[config.mk]
export PLATFORM = sky130hd
export DESIGN_NAME = best_fit_free_list_allocator_top
export DESIGN_NICKNAME = d
export VERILOG_FILES = /design/src/hdl/bffa_pkg.sv /design/src/hdl/best_fit_free_list_allocator_top.sv
export SDC_FILE = /design/constraint.sdc
export NUM_CORES = 2
export LEC_CHECK = 0
export ABC_AREA = 1
export BUFFER_PORTS_ARGS = -buffer_cell sky130_fd_sc_hd__clkbuf_2
export CORE_ASPECT_RATIO = 0.6
export CORE_MARGIN = 4
export CORE_UTILIZATION = 47
export CTS_CLUSTER_DIAMETER = 120
export DETAILED_ROUTE_END_ITERATION = 16
export GPL_TIMING_DRIVEN = 0
export SLEW_MARGIN = 20
export SYNTH_ARGS = -nofsm -noshare
export SYNTH_HDL_FRONTEND = slang
export SYNTH_SLANG_ARGS = --single-unit
[constraint.sdc]
create_clock -name i_clk -period 11.1 [get_ports i_clk]
set_clock_uncertainty 0.15 [all_clocks]
set_input_delay 0.555 -clock i_clk [delete_from_list [all_inputs] [get_ports i_clk]]
set_output_delay 0.555 -clock i_clk [all_outputs]
set_load 0.03 [all_outputs]
[src/hdl/bffa_pkg.sv]
// ----------------------------------------------------------------------------
// bffa_pkg
// Shared types and constants for the best-fit free-list allocator.
// ----------------------------------------------------------------------------
package bffa_pkg;

    localparam int DEF_TABLE_DEPTH = 64;
    localparam int DEF_ADDR_BITS   = 16;

    localparam logic [1:0] OP_ALLOC   = 2'd0;
    localparam logic [1:0] OP_FREE    = 2'd1;
    localparam logic [1:0] OP_RECLAIM = 2'd2;
    localparam logic [1:0] OP_RSVD    = 2'd3;

    localparam logic [1:0] ST_OK       = 2'd0;
    localparam logic [1:0] ST_NO_FIT   = 2'd1;
    localparam logic [1:0] ST_BAD_REQ  = 2'd2;
    localparam logic [1:0] ST_FULL     = 2'd3;

    typedef enum logic [3:0] {
        S_INIT,
        S_IDLE,
        S_ASCAN,
        S_AEND,
        S_SHIFT,
        S_SRT_RDI,
        S_SRT_KEY,
        S_SRT_CMP,
        S_SRT_PUT,
        S_MRG_RD0,
        S_MRG_C0,
        S_MRG_CMP,
        S_MRG_FIN
    } t_state;

endpackage

[src/hdl/best_fit_free_list_allocator_top.sv]
// ----------------------------------------------------------------------------
// best_fit_free_list_allocator_top
// Best-fit allocator over a table of free areas held in a synchronous memory.
// Free is handled from idle; allocate scans every entry and, when an exact fit
// at entry k is removed, shifts the entries above it down; reclaim sorts by base, then merges.
// One transaction at a time; the next start is taken once o_busy drops.
// Synchronous reset; after reset the S_INIT state loads entry 0 with the pool.
// Results are strobed for one cycle on o_done; the receiver cannot stall.
// ----------------------------------------------------------------------------
module best_fit_free_list_allocator_top #(
    parameter int TABLE_DEPTH = bffa_pkg::DEF_TABLE_DEPTH,
    parameter int ADDR_BITS   = bffa_pkg::DEF_ADDR_BITS
) (
    input  logic                 i_clk,
    input  logic                 i_rst_n,
    input  logic                 i_start,
    output logic                 o_busy,
    input  logic [1:0]           i_operation,
    input  logic [ADDR_BITS:0]   i_req_size,
    input  logic [ADDR_BITS-1:0] i_area_base,
    input  logic                 i_cfg_valid,
    output logic                 o_cfg_ready,
    input  logic [ADDR_BITS:0]   i_cfg_data,
    output logic                 o_done,
    output logic [1:0]           o_status,
    output logic [ADDR_BITS-1:0] o_granted_base,
    output logic [ADDR_BITS:0]   o_granted_size,
    output logic                 o_merged
);
    import bffa_pkg::*;

    localparam int AW = ADDR_BITS;
    localparam int SW = ADDR_BITS + 1;
    localparam int IW = $clog2(TABLE_DEPTH);
    localparam int CW = $clog2(TABLE_DEPTH + 1);
    localparam logic [SW-1:0] POOL_MAX = SW'(1) << AW;
    localparam logic [CW-1:0] DEPTH_C  = CW'(TABLE_DEPTH);

    t_state r_state, n_state;

    logic [AW-1:0] r_mem_base [TABLE_DEPTH];
    logic [SW-1:0] r_mem_size [TABLE_DEPTH];
    logic [AW-1:0] r_rd_base;
    logic [SW-1:0] r_rd_size;

    logic          w_we;
    logic [IW-1:0] w_wa, w_ra;
    logic [AW-1:0] w_wbase;
    logic [SW-1:0] w_wsize;

    logic [CW-1:0] r_cnt, n_cnt;
    logic [SW-1:0] r_pool, n_pool;
    logic [SW-1:0] r_req, n_req;
    logic [CW-1:0] r_i, n_i;
    logic [CW-1:0] r_j, n_j;
    logic [IW-1:0] r_pidx, n_pidx;
    logic          r_pv, n_pv;
    logic          r_found, n_found;
    logic [IW-1:0] r_best, n_best;
    logic [AW-1:0] r_bbase, n_bbase;
    logic [SW-1:0] r_bsize, n_bsize;
    logic [AW-1:0] r_key_base, n_key_base;
    logic [SW-1:0] r_key_size, n_key_size;
    logic [AW-1:0] r_cur_base, n_cur_base;
    logic [SW-1:0] r_cur_size, n_cur_size;
    logic [IW-1:0] r_w, n_w;
    logic          r_mrg, n_mrg;

    logic          r_done, n_done;
    logic [1:0]    r_status, n_status;
    logic [AW-1:0] r_gbase, n_gbase;
    logic [SW-1:0] r_gsize, n_gsize;
    logic          r_merged, n_merged;

    logic          w_cmd_bad, w_scan_more, w_merge_more, w_fit, w_sort_gt, w_adj;
    logic          w_last_outer, w_cfg_wr;
    logic [SW-1:0] w_cfg_val;

    assign w_cmd_bad    = (i_req_size == '0) || (i_req_size > r_pool);
    assign w_scan_more  = r_i < r_cnt;
    assign w_merge_more = r_j < r_cnt;
    assign w_fit        = (r_rd_size >= r_req) && (!r_found || (r_rd_size < r_bsize));
    assign w_sort_gt    = r_rd_base > r_key_base;
    assign w_adj        = {2'b00, r_rd_base} ==
                          ({2'b00, r_cur_base} + {1'b0, r_cur_size});
    assign w_last_outer = (r_i + CW'(1)) == r_cnt;
    assign w_cfg_wr     = i_cfg_valid && o_cfg_ready;

    always_comb begin
        if (i_cfg_data == '0) begin
            w_cfg_val = SW'(1);
        end else if (i_cfg_data > POOL_MAX) begin
            w_cfg_val = POOL_MAX;
        end else begin
            w_cfg_val = i_cfg_data;
        end
    end

    // next state
    always_comb begin
        n_state = r_state;
        unique case (r_state)
            S_INIT: n_state = S_IDLE;
            S_IDLE: begin
                if (i_start) begin
                    priority if (i_operation == OP_ALLOC) begin
                        if (!w_cmd_bad && (r_cnt != '0)) n_state = S_ASCAN;
                    end else if (i_operation == OP_RECLAIM) begin
                        if (r_cnt > CW'(1)) n_state = S_SRT_RDI;
                    end else begin
                        n_state = S_IDLE;
                    end
                end
            end
            S_ASCAN:   if (!w_scan_more) n_state = S_AEND;
            S_AEND:    n_state = (r_found && (r_bsize == r_req)) ? S_SHIFT : S_IDLE;
            S_SHIFT:   if (!w_scan_more) n_state = S_IDLE;
            S_SRT_RDI: n_state = S_SRT_KEY;
            S_SRT_KEY: n_state = S_SRT_CMP;
            S_SRT_CMP: begin
                if (w_sort_gt) begin
                    n_state = (r_j == CW'(1)) ? S_SRT_PUT : S_SRT_CMP;
                end else begin
                    n_state = w_last_outer ? S_MRG_RD0 : S_SRT_RDI;
                end
            end
            S_SRT_PUT: n_state = w_last_outer ? S_MRG_RD0 : S_SRT_RDI;
            S_MRG_RD0: n_state = S_MRG_C0;
            S_MRG_C0:  n_state = S_MRG_CMP;
            S_MRG_CMP: if (!w_merge_more) n_state = S_MRG_FIN;
            S_MRG_FIN: n_state = S_IDLE;
            default:   n_state = S_IDLE;
        endcase
    end

    // datapath and memory control
    always_comb begin
        n_cnt = r_cnt;  n_pool = r_pool;  n_req = r_req;
        n_i = r_i;  n_j = r_j;  n_pidx = r_pidx;  n_pv = r_pv;
        n_found = r_found;  n_best = r_best;  n_bbase = r_bbase;  n_bsize = r_bsize;
        n_key_base = r_key_base;  n_key_size = r_key_size;
        n_cur_base = r_cur_base;  n_cur_size = r_cur_size;
        n_w = r_w;  n_mrg = r_mrg;
        n_done = 1'b0;  n_status = ST_OK;  n_gbase = '0;  n_gsize = '0;  n_merged = 1'b0;
        w_we = 1'b0;  w_wa = '0;  w_ra = '0;  w_wbase = '0;  w_wsize = '0;
        unique case (r_state)
            S_INIT: begin
                w_we = 1'b1;  w_wsize = r_pool;  n_cnt = CW'(1);
            end
            S_IDLE: begin
                if (w_cfg_wr) begin
                    n_pool = w_cfg_val;
                    w_we = 1'b1;  w_wsize = w_cfg_val;  n_cnt = CW'(1);
                end else if (i_start) begin
                    n_req = i_req_size;
                    unique case (i_operation)
                        OP_ALLOC: begin
                            if (w_cmd_bad) begin
                                n_done = 1'b1;  n_status = ST_BAD_REQ;
                            end else if (r_cnt == '0) begin
                                n_done = 1'b1;  n_status = ST_NO_FIT;
                            end else begin
                                n_i = '0;  n_pv = 1'b0;  n_found = 1'b0;
                            end
                        end
                        OP_FREE: begin
                            n_done = 1'b1;
                            if (w_cmd_bad) begin
                                n_status = ST_BAD_REQ;
                            end else if (r_cnt >= DEPTH_C) begin
                                n_status = ST_FULL;
                            end else begin
                                w_we = 1'b1;  w_wa = r_cnt[IW-1:0];
                                w_wbase = i_area_base;  w_wsize = i_req_size;
                                n_cnt = r_cnt + CW'(1);
                            end
                        end
                        OP_RECLAIM: begin
                            if (r_cnt > CW'(1)) begin
                                n_i = CW'(1);  n_mrg = 1'b0;
                            end else begin
                                n_done = 1'b1;
                            end
                        end
                        default: begin
                            n_done = 1'b1;  n_status = ST_BAD_REQ;
                        end
                    endcase
                end
            end
            S_ASCAN: begin
                if (r_pv && w_fit) begin
                    n_found = 1'b1;  n_best = r_pidx;
                    n_bbase = r_rd_base;  n_bsize = r_rd_size;
                end
                n_pv = w_scan_more;
                if (w_scan_more) begin
                    w_ra = r_i[IW-1:0];  n_pidx = r_i[IW-1:0];  n_i = r_i + CW'(1);
                end
            end
            S_AEND: begin
                if (!r_found) begin
                    n_done = 1'b1;  n_status = ST_NO_FIT;
                end else if (r_bsize > r_req) begin
                    w_we = 1'b1;  w_wa = r_best;
                    w_wbase = r_bbase + r_req[AW-1:0];  w_wsize = r_bsize - r_req;
                    n_done = 1'b1;  n_gbase = r_bbase;  n_gsize = r_req;
                end else begin
                    n_i = CW'(r_best) + CW'(1);  n_pv = 1'b0;
                end
            end
            S_SHIFT: begin
                if (r_pv) begin
                    w_we = 1'b1;  w_wa = r_pidx - IW'(1);
                    w_wbase = r_rd_base;  w_wsize = r_rd_size;
                end
                n_pv = w_scan_more;
                if (w_scan_more) begin
                    w_ra = r_i[IW-1:0];  n_pidx = r_i[IW-1:0];  n_i = r_i + CW'(1);
                end else begin
                    n_cnt = r_cnt - CW'(1);
                    n_done = 1'b1;  n_gbase = r_bbase;  n_gsize = r_req;
                end
            end
            S_SRT_RDI: begin
                w_ra = r_i[IW-1:0];
            end
            S_SRT_KEY: begin
                n_key_base = r_rd_base;  n_key_size = r_rd_size;
                n_j = r_i;  w_ra = r_i[IW-1:0] - IW'(1);
            end
            S_SRT_CMP: begin
                w_we = 1'b1;  w_wa = r_j[IW-1:0];
                if (w_sort_gt) begin
                    w_wbase = r_rd_base;  w_wsize = r_rd_size;
                    n_j = r_j - CW'(1);
                    w_ra = r_j[IW-1:0] - IW'(2);
                end else begin
                    w_wbase = r_key_base;  w_wsize = r_key_size;
                    n_i = r_i + CW'(1);
                end
            end
            S_SRT_PUT: begin
                w_we = 1'b1;  w_wa = '0;
                w_wbase = r_key_base;  w_wsize = r_key_size;
                n_i = r_i + CW'(1);
            end
            S_MRG_RD0: begin
                w_ra = '0;
            end
            S_MRG_C0: begin
                n_cur_base = r_rd_base;  n_cur_size = r_rd_size;  n_w = '0;
                w_ra = IW'(1);  n_j = CW'(2);
            end
            S_MRG_CMP: begin
                if (w_adj) begin
                    n_cur_size = r_cur_size + r_rd_size;  n_mrg = 1'b1;
                end else begin
                    w_we = 1'b1;  w_wa = r_w;
                    w_wbase = r_cur_base;  w_wsize = r_cur_size;
                    n_w = r_w + IW'(1);
                    n_cur_base = r_rd_base;  n_cur_size = r_rd_size;
                end
                if (w_merge_more) begin
                    w_ra = r_j[IW-1:0];  n_j = r_j + CW'(1);
                end
            end
            S_MRG_FIN: begin
                w_we = 1'b1;  w_wa = r_w;
                w_wbase = r_cur_base;  w_wsize = r_cur_size;
                n_cnt = CW'(r_w) + CW'(1);
                n_done = 1'b1;  n_merged = r_mrg;
            end
            default: ;
        endcase
    end

    always_ff @(posedge i_clk) begin
        if (w_we) begin
            r_mem_base[w_wa] <= w_wbase;
            r_mem_size[w_wa] <= w_wsize;
        end
        r_rd_base <= r_mem_base[w_ra];
        r_rd_size <= r_mem_size[w_ra];
    end

    always_ff @(posedge i_clk) begin
        if (!i_rst_n) begin
            r_state <= S_INIT;
            r_cnt   <= '0;
            r_pool  <= POOL_MAX;
            r_done  <= 1'b0;
        end else begin
            r_state <= n_state;
            r_cnt   <= n_cnt;
            r_pool  <= n_pool;
            r_done  <= n_done;
        end
    end

    always_ff @(posedge i_clk) begin
        r_req <= n_req;  r_i <= n_i;  r_j <= n_j;  r_pidx <= n_pidx;  r_pv <= n_pv;
        r_found <= n_found;  r_best <= n_best;  r_bbase <= n_bbase;  r_bsize <= n_bsize;
        r_key_base <= n_key_base;  r_key_size <= n_key_size;
        r_cur_base <= n_cur_base;  r_cur_size <= n_cur_size;
        r_w <= n_w;  r_mrg <= n_mrg;
        r_status <= n_status;  r_gbase <= n_gbase;  r_gsize <= n_gsize;
        r_merged <= n_merged;
    end

    assign o_busy         = (r_state != S_IDLE);
    assign o_cfg_ready    = (r_state == S_IDLE) && !i_start;
    assign o_done         = r_done;
    assign o_status       = r_status;
    assign o_granted_base = r_gbase;
    assign o_granted_size = r_gsize;
    assign o_merged       = r_merged;

    a_cnt_bound: assert property (@(posedge i_clk) disable iff (!i_rst_n)
        r_cnt <= DEPTH_C) else $error("entry count exceeds table depth");

    a_grant_ok: assert property (@(posedge i_clk) disable iff (!i_rst_n)
        (o_done && (o_granted_size != '0)) |-> (o_status == ST_OK))
        else $error("grant reported with error status");

    a_merge_ok: assert property (@(posedge i_clk) disable iff (!i_rst_n)
        (o_done && o_merged) |-> (o_status == ST_OK))
        else $error("merge flag with error status");

    a_start_tracked: assert property (@(posedge i_clk) disable iff (!i_rst_n)
        (i_start && !o_busy) |=> (o_busy || o_done))
        else $error("accepted transaction neither in progress nor reported");

endmodule

Word level (Yosys, flattened, before mapping)

Memory sizes are Yosys's and may differ from the RTL's. A register that Yosys moved wholly into a read port is not among the register bits.
Cells that the tools add are included.

Register bits after elaboration: 216
Bits in writable memories: 2112
Input bits: 56
Output and inout port bits: 39
Memories: 2

Add/sub/neg operators: 15
$lt $le $gt $ge: 10
Eq/ne operators: 48
Muxes and demuxes: 132
Bitwise gates (word level): 1
Reductions and logical operators: 38

Memories:

| name       | words | bits a word | read ports | clocked after memory_dff | wr ports | line                                   | source |
|---|---|---|---|---|---|---|---|
| r_mem_size | 64    | 17          | 1          | 1                        | 1        | best_fit_free_list_allocator_top.sv:42 | `logic [SW-1:0] r_mem_size [TABLE_DEPTH];` |
| r_mem_base | 64    | 16          | 1          | 1                        | 1        | best_fit_free_list_allocator_top.sv:41 | `logic [AW-1:0] r_mem_base [TABLE_DEPTH];` |

Operator list:

| cell                  | number |
|---|---|
| $mux W17              | 16 |
| $mux W16              | 14 |
| $pmux W17 S8          | 1 |
| $mux W7               | 17 |
| $pmux W16 S7          | 1 |
| $mux W6               | 13 |
| $pmux W6 S6           | 2 |
| $pmux W17 S2          | 2 |
| $pmux W16 S2          | 2 |
| $pmux W7 S4           | 2 |
| $mux W4               | 11 |
| $pmux W4 S11          | 1 |
| $ne A2 B2 Y1 const B  | 18 |
| $pmux W7 S5           | 1 |
| $gt A17 B17 Y1        | 2 |
| $logic_not A17 Y1     | 2 |
| $mux W1               | 33 |
| $ne A3 B3 Y1 const B  | 8 |
| $add A7 B1 Y7 const B | 3 |
| $eq A4 B4 Y1 const B  | 5 |
| $add A16 B17 Y18      | 1 |
| $eq A16 B18 Y1        | 1 |
| $reduce_and A6 Y1     | 3 |
| $add A17 B17 Y17      | 1 |
| 55 further kinds      | 84 |

Logic depth before layout (Yosys ltp)

Depth after elaboration: 9
Mapped depth: 24
Mapped depth without buffers: 22

Least setup slack after synthesis

Ideal clock, no wire load.

Kind: register -> register
From: reg r_req[15]
To: mem r_mem_base[0][6] (netlist name), data pin
Setup time: 542 ps
Data arrival time: 3852 ps
Slack: 6556 ps
Cell stages (with the launch flop): 13
Period minus slack after synthesis: 4544 ps
Cells stage by stage: edfxtp_1 > inv_1 > ha_1 > inv_1 > nor3_1 > nand4_1 > o211ai_1 > nand2_1 > inv_2 > nand2_1 > clkbuf_1 > clkbuf_1 > o211ai_1

Word-level cells in the longest chain between the ends: 4

RTL lines:

| element                | line                                    | source |
|---|---|---|
| start, declared        | best_fit_free_list_allocator_top.sv:53  | `logic [SW-1:0] r_req, n_req;` |
| start signal, assigned | best_fit_free_list_allocator_top.sv:302 | `r_req <= n_req; r_i <= n_i; r_j <= n_j; r_pidx <= n_pidx; r_pv <= n_pv;` |
| $gt A17 B17 Y1         | best_fit_free_list_allocator_top.sv:204 | `end else if (r_bsize > r_req) begin` |
| $mux W16               | best_fit_free_list_allocator_top.sv:204 |  |
| $mux W16               | best_fit_free_list_allocator_top.sv:202 | `if (!r_found) begin` |
| $pmux W16 S7           | best_fit_free_list_allocator_top.sv:146 | `unique case (r_state)` |
| named net w_wbase[6]   | best_fit_free_list_allocator_top.sv:48  | `logic [AW-1:0] w_wbase;` |
| end, declared          | best_fit_free_list_allocator_top.sv:41  |  |

The timed path passes the listed nets, and every way through them passes these cells.

Worst setup path in the final report

From: reg r_rd_base[9], read port of r_mem_base
To: reg r_rd_size[14], read port of r_mem_size

Word-level cells in the longest chain between the ends: 3

RTL lines:

| element         | line                                    | source |
|---|---|---|
| start, declared | best_fit_free_list_allocator_top.sv:43  | `logic [AW-1:0] r_rd_base;` |
| $gt A16 B16 Y1  | best_fit_free_list_allocator_top.sv:83  | `assign w_sort_gt = r_rd_base > r_key_base;` |
| $mux W6         | best_fit_free_list_allocator_top.sv:234 | `if (w_sort_gt) begin` |
| $pmux W6 S6     | best_fit_free_list_allocator_top.sv:146 |  |
| end, declared   | best_fit_free_list_allocator_top.sv:44  | `logic [SW-1:0] r_rd_size;` |

No other way between the ends.
A chain may end at the register's enable or synchronous reset.

==> flow_summary.yaml <==
cts:
  hold_buffers: 36
  post_cts.repair.setup_buffers: 0
  cts_buffer_depth: 4
  clk_latency_ns: 0.93
  cts_tree: "done"
  cts_sinks: 2361
  cts_buffers: 227
  root_buffer: "clkbuf_16"
  cts.clk_slew.worst_paths_ns: 0.07
  h-tree-depth: 4
  cts_resized: 0
drt:
  dr.pass1.iters: 12
  post_drt_wl_per_cell_um: 32.53
  vias_per_cell: 6.114
  ant_nets: 0
  drc: 0
  vias: 86054
  drtIter0Drc: 16554
  drt_wl_total_um: 457900
place:
  place_congestion: 1.040
  dp_cells: 13623
  dp_slack_ns: 4.306
  port_buffers: 94
  dp_hpwl_um: 353800
floorplan:
  die_area_um2: 238300
  core_um2: 229000
  die_h_um: 379.7
  row_count: 136
  pin_count: 95
  start_util_pct: 47.25
  die-width_um: 627.5
logic_synthesis:
  synth_cells: 10134
  ys_types: 58
  synth_seq_cells: 2361
  synth_compound_area_share_pct: 2.393
  synth_area_um2: 108200
  syn_nets: 10351
  synth_top_family_by_area: "simple AND/OR/NAND/NOR gates"
  syn_area_per_cell_um2: 10.68
  ys_seq_area_share_pct: 64.60
  synthAdderAreaFrac_pct: 1.889
  synth-edff-count: 2263
  synthXorXnorAreaFrac_pct: 0.6069
  synthFlopType: "edfxtp_1"
  synth-async-reset-ratio_pct: 0
  synth.area.mux_share_pct: 0
  yosys.area_share.simple_pct: 23.31
  yosys_warnings: 0
grt:
  grt_pass1_wl_um: 613900
  antenna_found_initial: 40
  grt_max_degree: 41
  grtUsageTotal_pct: 37.34
  grt_pass1_vias: 75141
  grt_overflow_total: 0
timing:
  rsz0062_at_grt: "false"
  setup_violations: 0
  slew_violations: 0
  finalHoldViolCount: 0
  worst_pin_slew_ns: 1.345
  slew_headroom_pct: 10.31
  worst_slack_ns: 4.126
  fmax_mhz: 143.4
  fin_crit_sh_pct: 62.83
  layout_min_cycle_time_ns: 6.974
run_status:
  run_status: "complete, no violations"
pwr:
  p_leak_nw: 49.41
  p_per_area_nw_per_um2: 234.0
  peakVddDrop_v: 0.0001528
setup_path:
  critPathTopFamily: "simple AND/OR/NAND/NOR gates"
  critPathKind: "flip-flop to flip-flop"
  crit_path_end_kind: "flip-flop"
  crit_top_cell: "nand3_1"
  cp_data_arrival_time_ns: 7.56
  max_stage_delay_ns: 0.82
  critical_path.slowest_cell: "nand3_1"
  crit_buf_inv: 4
  crit_required_ns: 11.69
  crit_path_max_fanout: 10
  setup.worst_path.start_class: "flip-flop"
  crit_chain: "ha_1 > nand2_1 > inv_1 > o21ai_0 > a21oi_1 > nor2_1 > nand2_1 > nand3_1 > buf_2 > clkbuf_2 > buf_1 > nand3b_1 > nand3_1 > nand3_1 > nand3_1 > nand3_1 > nand3_1 > nand2_1"
layout:
  finish.net_count: 11071
  drive_above_1_share_pct: 11.57
  fill_cells: 19865
  area_growth_pct: 15.74
  multi_input_area_um2: 31180
  stdcell_count: 14075
  seq_area_um2: 69920
job:
  max_cap_viol_count: 0
min_path:
  min_path_type: "input port to flip-flop"
==> layout by cell type (no fill, tap or decap), drive strengths merged, types with 98 or more instances in the layout <==
cell type and instances:
inv 1358, ha 157, a21oi 164, o21ai 122, nor2 345, clkbuf 557, buf 764, dfxtp 98
nand3b 793, nand3 2045, nand2 1892, edfxtp 2263
==> layout make-up <==
cell class              instances  share of cell area [%]
flip-flops and latches       2361                   55.81
multi-input cells            5831                   24.89
clock buffers                 276                   4.782
repair buffers                491                   4.306
inverters                    1352                   4.051
well taps                    3036                   3.032
plain buffers                 590                   2.173
clock inverters               123                  0.9219
diodes                         15                 0.02996
==> worst paths after layout <==
path	startpoint	endpoint	slack, ns	depth (start not counted)
worst max-delay path	r_rd_base[9]	r_rd_size[14]	4.13	18
worst min-delay path	i_operation[1]	o_status[0]	0.05	4
worst max register to register	r_rd_base[9]	r_rd_size[14]	4.13	18
worst min register to register	r_pool[8]	r_pool[8]	0.32	2
==> metrics by stage <==
stage,hold slack (ns),util [%],TNS [ns],power (mW),cell area [um^2]
after floorplan,0.2764,-,0,15.77,108200
after global placement,0.2972,49.12,-1016.29,20.58,112500
after detailed placement,0.3054,51.39,0,20.86,117700
after CTS,0.001376,54.67,0,28.56,125200
after global routing,0.07064,54.68,0,29.91,125200
final,0.04998,54.69,0,29.31,125300
==> synth_stat cells, types with 34 or more instances <==
library cell,count,area (um^2)
nor2_1,334,1254
nand3b_1,793,5953
buf_1,48,180.2
clkbuf_1,185,694.4
o211ai_1,46,345.3
xnor2_1,34,297.8
nand2_1,1884,7072
xor2_1,41,359.1
ha_1,157,1964
o21ai_0,121,605.6
edfxtp_1,2263,67960
nand3_1,2038,10200
dfxtp_1,98,1962
inv_1,1329,4989
a21oi_1,162,810.8
buf_2,346,1732
==> flip-flops by register name, indices dropped and copies added, names as in the netlist, 2 cells and up <==
name            flops
r_mem_base       1024
r_bbase            16
r_pool             17
o_status            2
r_j                 7
r_key_base         16
r_pidx              6
r_best              6
r_rd_size          17
r_cur_size         17
r_bsize            17
r_state             4
o_granted_size     17
r_cur_base         16
o_granted_base     16
r_rd_base          16
r_cnt               7
r_req              17
r_key_size         17
r_mem_size       1088
r_i                 7
r_w                 6
==> tightest hold or removal path: cells and delay by family <==
family | cells | cell delay [ns]
and+or+nand+nor | 1 | 0.07
AOI/OAI and AO/OA | 2 | 0.29
buffers and inverters | 1 | 0.11
==> cells by family (layout without fill, tap and decap cells) <==
| group | count (synthesis) | count (layout) |
|---|---|---|
| AO/OA/AOI/OAI | 431 | 431 |
| other | 0 | 15 |
| AND/OR/NAND/NOR | 5164 | 5164 |
| flip-flops | 2361 | 2361 |
| adder cells (fa/ha/maj) | 161 | 161 |
| XOR/XNOR | 75 | 75 |
| buffers and inverters | 1942 | 2832 |
==> layer usage <==
layer	track usage [%]	vias up	share of wire (%)
met3	21.88	697	20
met1	58.15	42539	43
met2	42.48	6485	34
met5	0.5516	-	0.066
li1	-	36313	-
met4	8.669	20	2.7
==> power breakdown <==
group / leakage [nW] / total [mW] / internal, mW / switching [mW]
Sequential: 21.5 / 10.8 / 10.3 / 0.434
Combinational: 24.4 / 10.7 / 2.52 / 8.14
Clock: 3.48 / 7.87 / 4.30 / 3.57
Total: 49.4 / 29.3 / 17.2 / 12.1
(Power assumes the default switching activity.)
